--- config.mk ---
export PLATFORM = sky130hd
export DESIGN_NAME = bfsp_ctrl
export DESIGN_NICKNAME = d
export VERILOG_FILES = /design/src/rtl/core/bfsp_pkg.sv /design/src/rtl/core/bfsp_ctrl.sv
export SDC_FILE = /design/constraint.sdc
export NUM_CORES = 1
export LEC_CHECK = 0
export ABC_AREA = 1
export BUFFER_PORTS_ARGS = -buffer_cell sky130_fd_sc_hd__buf_4
export CORE_AREA = 5 5 42 44
export DETAILED_ROUTE_END_ITERATION = 10
export DIE_AREA = 0 0 47 49
export GPL_ROUTABILITY_DRIVEN = 0
export PLACE_DENSITY = 0.44
export SLEW_MARGIN = 0
export SYNTH_ARGS = -nofsm -noshare
export SYNTH_HDL_FRONTEND = slang
export SYNTH_SLANG_ARGS = --single-unit
--- constraint.sdc ---
create_clock -name clk -period 1.77 [get_ports clk]
set_input_delay 0.354 -clock clk [delete_from_list [all_inputs] [get_ports clk]]
set_output_delay 0.354 -clock clk [all_outputs]
set_load 0.01 [all_outputs]
--- src/rtl/core/bfsp_pkg.sv ---
// Shared types, constants and state codes for the Bellman-Ford shortest path block.
// No dependencies; every other file of the block but bfsp_ram imports this package.
`timescale 1ns / 1ps
`default_nettype none

package bfsp_pkg;

	// fixed field widths
	localparam int NODE_BITS   = 7;
	localparam int WEIGHT_BITS = 16;
	localparam int DIST_BITS   = 32;

	// defaults for the top-level parameters
	localparam int MAX_NODES_DEF = 64;
	localparam int MAX_EDGES_DEF = 1024;

	// configuration register indexes and reset values
	localparam logic CFG_NODE_COUNT  = 1'b0;
	localparam logic CFG_SOURCE_NODE = 1'b1;
	localparam logic [NODE_BITS-1:0] NODE_COUNT_RESET  = 7'd64;
	localparam logic [NODE_BITS-1:0] SOURCE_NODE_RESET = 7'd1;

	// saturation limits
	localparam logic signed [DIST_BITS-1:0] DIST_MAX = {1'b0, {(DIST_BITS-1){1'b1}}};
	localparam logic signed [DIST_BITS-1:0] DIST_MIN = {1'b1, {(DIST_BITS-1){1'b0}}};

	// one edge request
	typedef struct packed {
		logic [NODE_BITS-1:0]          edge_from;
		logic [NODE_BITS-1:0]          edge_to;
		logic signed [WEIGHT_BITS-1:0] edge_weight;
		logic                          last_edge;
	} edge_req_t;

	// one stored edge
	typedef struct packed {
		logic [NODE_BITS-1:0]          edge_from;
		logic [NODE_BITS-1:0]          edge_to;
		logic signed [WEIGHT_BITS-1:0] edge_weight;
	} edge_rec_t;

	// one result per node
	typedef struct packed {
		logic [NODE_BITS-1:0]        node_index;
		logic signed [DIST_BITS-1:0] distance;
		logic                        reachable;
		logic                        edges_dropped;
		logic                        last_node;
	} result_t;

	// controller states
	typedef enum logic [2:0] {
		ST_IDLE,
		ST_INIT,
		ST_EREAD,
		ST_LOOKUP,
		ST_RELAX,
		ST_EMIT
	} state_t;

	// commands from controller to datapath
	typedef struct packed {
		logic store;
		logic init;
		logic lookup;
		logic relax;
		logic emit;
		logic finish;
	} cmd_t;

	// status from datapath to controller
	typedef struct packed {
		logic edges_empty;
		logic edge_last;
		logic round_last;
		logic emit_last;
	} status_t;

endpackage

`default_nettype wire

--- src/rtl/core/bfsp_ctrl.sv ---
// Controller state machine: edge loading, initialisation, relaxation sweep and emission.
// Depends on bfsp_pkg for state, command and status types.
`timescale 1ns / 1ps
`default_nettype none

module bfsp_ctrl
	import bfsp_pkg::*;
(
	input  wire logic    clk,
	input  wire logic    arst_n,
	input  wire logic    start,
	input  wire logic    last_edge,
	input  wire status_t status,
	output cmd_t         cmd,
	output logic         busy
);

	state_t state_q;
	state_t state_d;
	logic   accept;

	assign accept = start && (state_q == ST_IDLE);

	// state register
	always_ff @(posedge clk or negedge arst_n) begin
		if (!arst_n) begin
			state_q <= ST_IDLE;
		end else begin
			state_q <= state_d;
		end
	end

	// next state
	always_comb begin
		state_d = state_q;
		unique case (state_q)
			ST_IDLE: begin
				if (accept && last_edge) state_d = ST_INIT;
			end
			ST_INIT: begin
				state_d = status.edges_empty ? ST_EMIT : ST_EREAD;
			end
			ST_EREAD:  state_d = ST_LOOKUP;
			ST_LOOKUP: state_d = ST_RELAX;
			ST_RELAX: begin
				if (status.edge_last && status.round_last) state_d = ST_EMIT;
				else state_d = ST_EREAD;
			end
			ST_EMIT: begin
				if (status.emit_last) state_d = ST_IDLE;
			end
			default: state_d = ST_IDLE;
		endcase
	end

	// command outputs
	always_comb begin
		cmd  = '0;
		busy = 1'b1;
		unique case (state_q)
			ST_IDLE: begin
				busy      = 1'b0;
				cmd.store = accept;
			end
			ST_INIT:   cmd.init   = 1'b1;
			ST_EREAD:  cmd        = '0;
			ST_LOOKUP: cmd.lookup = 1'b1;
			ST_RELAX:  cmd.relax  = 1'b1;
			ST_EMIT: begin
				cmd.emit   = 1'b1;
				cmd.finish = status.emit_last;
			end
			default: cmd = '0;
		endcase
	end

endmodule

`default_nettype wire

==> flow_metrics.tcl <==
set metrics [dict create \
    status "finished clean" \
    r2r_cells 5 \
    antenna_found_initial 0 \
    cp_cell_sequence "inv_1 -> nor3_1 -> buf_4" \
    timing.hold.ws_ps 388 \
    setup.worst_path.end "cmd[3]" \
    core_sq_um 1400 \
    root_buffer "clkbuf_4" \
    htree_levels 1 \
    setup_viol_count_final 0 \
    setup_ws_ps 169 \
    worst_pin_slew_ps 353 \
    critPathLaunch "state_q[1]" \
    clockBufferDepth 2 \
    ys_types 11 \
    stdcell_area_sq_um 407 \
    vias_per_cell 3.88 \
    grt_pass1_vias 277 \
    overflow 0 \
    peakVddDrop_mv 0.510 \
    fp-row-count 14 \
    grt_usage 0.0643 \
    reg_top3 "state_q: 3 flops" \
    syn_to_final_growth_pct 62.5 \
    port_buffers 14 \
    ant_nets 0 \
    synth_simple_gate_area_frac 0.525 \
    postSynthAreaPerCell_sq_um 6.26 \
    die_y_um 49 \
    path_class "reg2out" \
    drt_pass1_iterations 2 \
    dpl.hpwl_um 534 \
    fp.dieW_um 47 \
    ys_seq_area_frac 0.300 \
    crit_path_start_kind "flip-flop" \
    regToRegSetupSlack_ps 740 \
    regMostFlops "state_q" \
    end_kind "output pin" \
    slew_headroom 0.765 \
    synth_compound_area_frac 0.0200 \
    post_cts_buffers 0 \
    cpPeakStageDelay_ps 540 \
    via_count 287 \
    drv_slew 0 \
    cts_tree "built" \
    wl_um 654 \
    placed_area_sq_um 370 \
    dp_slack_ps 413 \
    cts_resized 0 \
    drc 0 \
    numClockSinks 3 \
    critPathSlowestCell "dfrtp_1" \
    synthXorXnorAreaFrac 0 \
    avgRoutedWirePerCell_um 8.84 \
    post-route-util 0.290 \
    synthAdderAreaFrac 0 \
    muxShareOfSynthArea 0 \
    syn-cell-area_sq_um 250 \
    rsz0062_at_grt "false" \
    grt_pass1_wl_um 1050 \
    drt_first_iter_violations 1 \
    synth-warning-count 0 \
    finalSetupTns_ps 0 \
    io_pins 15 \
    r2r_end "state_q[0]" \
    drv_cap 0 \
    drive_gt1_frac 0.379 \
    path_clk_slew_ps 40 \
    numCtsBuffers 3 \
    insertion_delay_ps 230 \
    synth_seq_cells 3 \
    fin_nets 67 \
    p_leak_nw 0.233 \
    hold_viol 0 \
    grt_max_degree 9 \
    power_density_nw_per_um2 1490 \
    fmax_mhz 625 \
    finalClockSkew_ps 0.518 \
    finalCriticalPeriod_ps 1600 \
    synth_top_family_by_area "simple AND/OR/NAND/NOR gates" \
    syn-num-nets 48 \
    start_util 0.179 \
    synthCells 40 \
    largest_reg_flops 3 \
    worstPathMaxFanout 8 \
    crit_required_ps 1420 \
    antenna_cells 0 \
    hold_class "in2reg" \
    fin_crit_sh 0.904 \
    timing.rr.start "state_q[1]" \
    die-area_sq_um 2300 \
    arrival_ps 1250 \
]
worst max-delay path: cells and delay by family, from the launching register on:
kind                   cells  cell delay (ps)
buffers and inverters      2              300
flip-flops                 1              540
AND/OR/NAND/NOR            1              180
per-stage QoR:
step | instances | power [mW]
floorplan | 40 | 0.359
finish | 74 | 0.607
detailed placement | 69 | 0.492
global route | 74 | 0.669
global placement | 69 | 0.499
CTS | 74 | 0.620
cells by family (layout without fill, tap and decap cells):
| logic type | after synthesis | after routing |
|---|---|---|
| buffers and inverters | 10 | 28 |
| flip-flops | 3 | 3 |
| AO/OA/AOI/OAI | 1 | 1 |
| AND/OR/NAND/NOR | 26 | 26 |
synthesized netlist by cell type, drive strengths merged:
master	number	area, sq um
nor3	4	30.0
nand2	12	50.1
inv	9	33.8
nand3	5	25.0
o21ai	1	5.00
clkbuf	1	5.00
nor2	5	26.3
dfrtp	3	75.1
where the power goes:
part	internal (mW)	switching (mW)	total, mW	leakage [nW]
registers	0.101	0.0713	0.172	0.0376
clock network	0.0844	0.0337	0.118	0.0150
logic	0.148	0.170	0.317	0.180
total	0.333	0.275	0.607	0.233
layout make-up:
type	count	area [sq um]
inverter	9	33.8
timing repair buffer	15	115
clock buffer	4	26.3
tap	16	20.0
fill	162	995
multi-input combinational	27	136
sequential	3	75.1
worst min path at each step:
stage	slack, ps	start	endpoint	depth (start not counted)
2_1_floorplan	60	arst_n	state_q[0]	0
3_3_place_gp	150	arst_n	state_q[2]	1
3_5_place_dp	140	arst_n	state_q[2]	1
4_1_cts	380	status[3]	state_q[2]	3
5_1_grt	420	status[3]	state_q[2]	3
6_report	390	status[3]	state_q[2]	3
what timing repair did:
action,4_1_cts,5_1_grt
endpoints found under the hold margin,3,0
hold buffers,1,0
setup endpoints to repair,0,0
cell usage in the layout, fill, tap and decap left out, drive strengths merged:
master	instances
nor3	4
nand3	5
buf	14
inv	9
nor2	5
dlygate4sd3	1
nand2	12
dfrtp	3
clkbuf	4
o21ai	1
layer usage:
layer | up-vias | track usage | wire (um)
met4 | 0 | 0.0691 | 0
met5 | - | 0 | 0
li1 | 157 | - | -
met1 | 124 | 0.0798 | 292
met2 | 6 | 0.0882 | 339
met3 | 0 | 0.00369 | 22
Power figures use the tool's default switching activity.
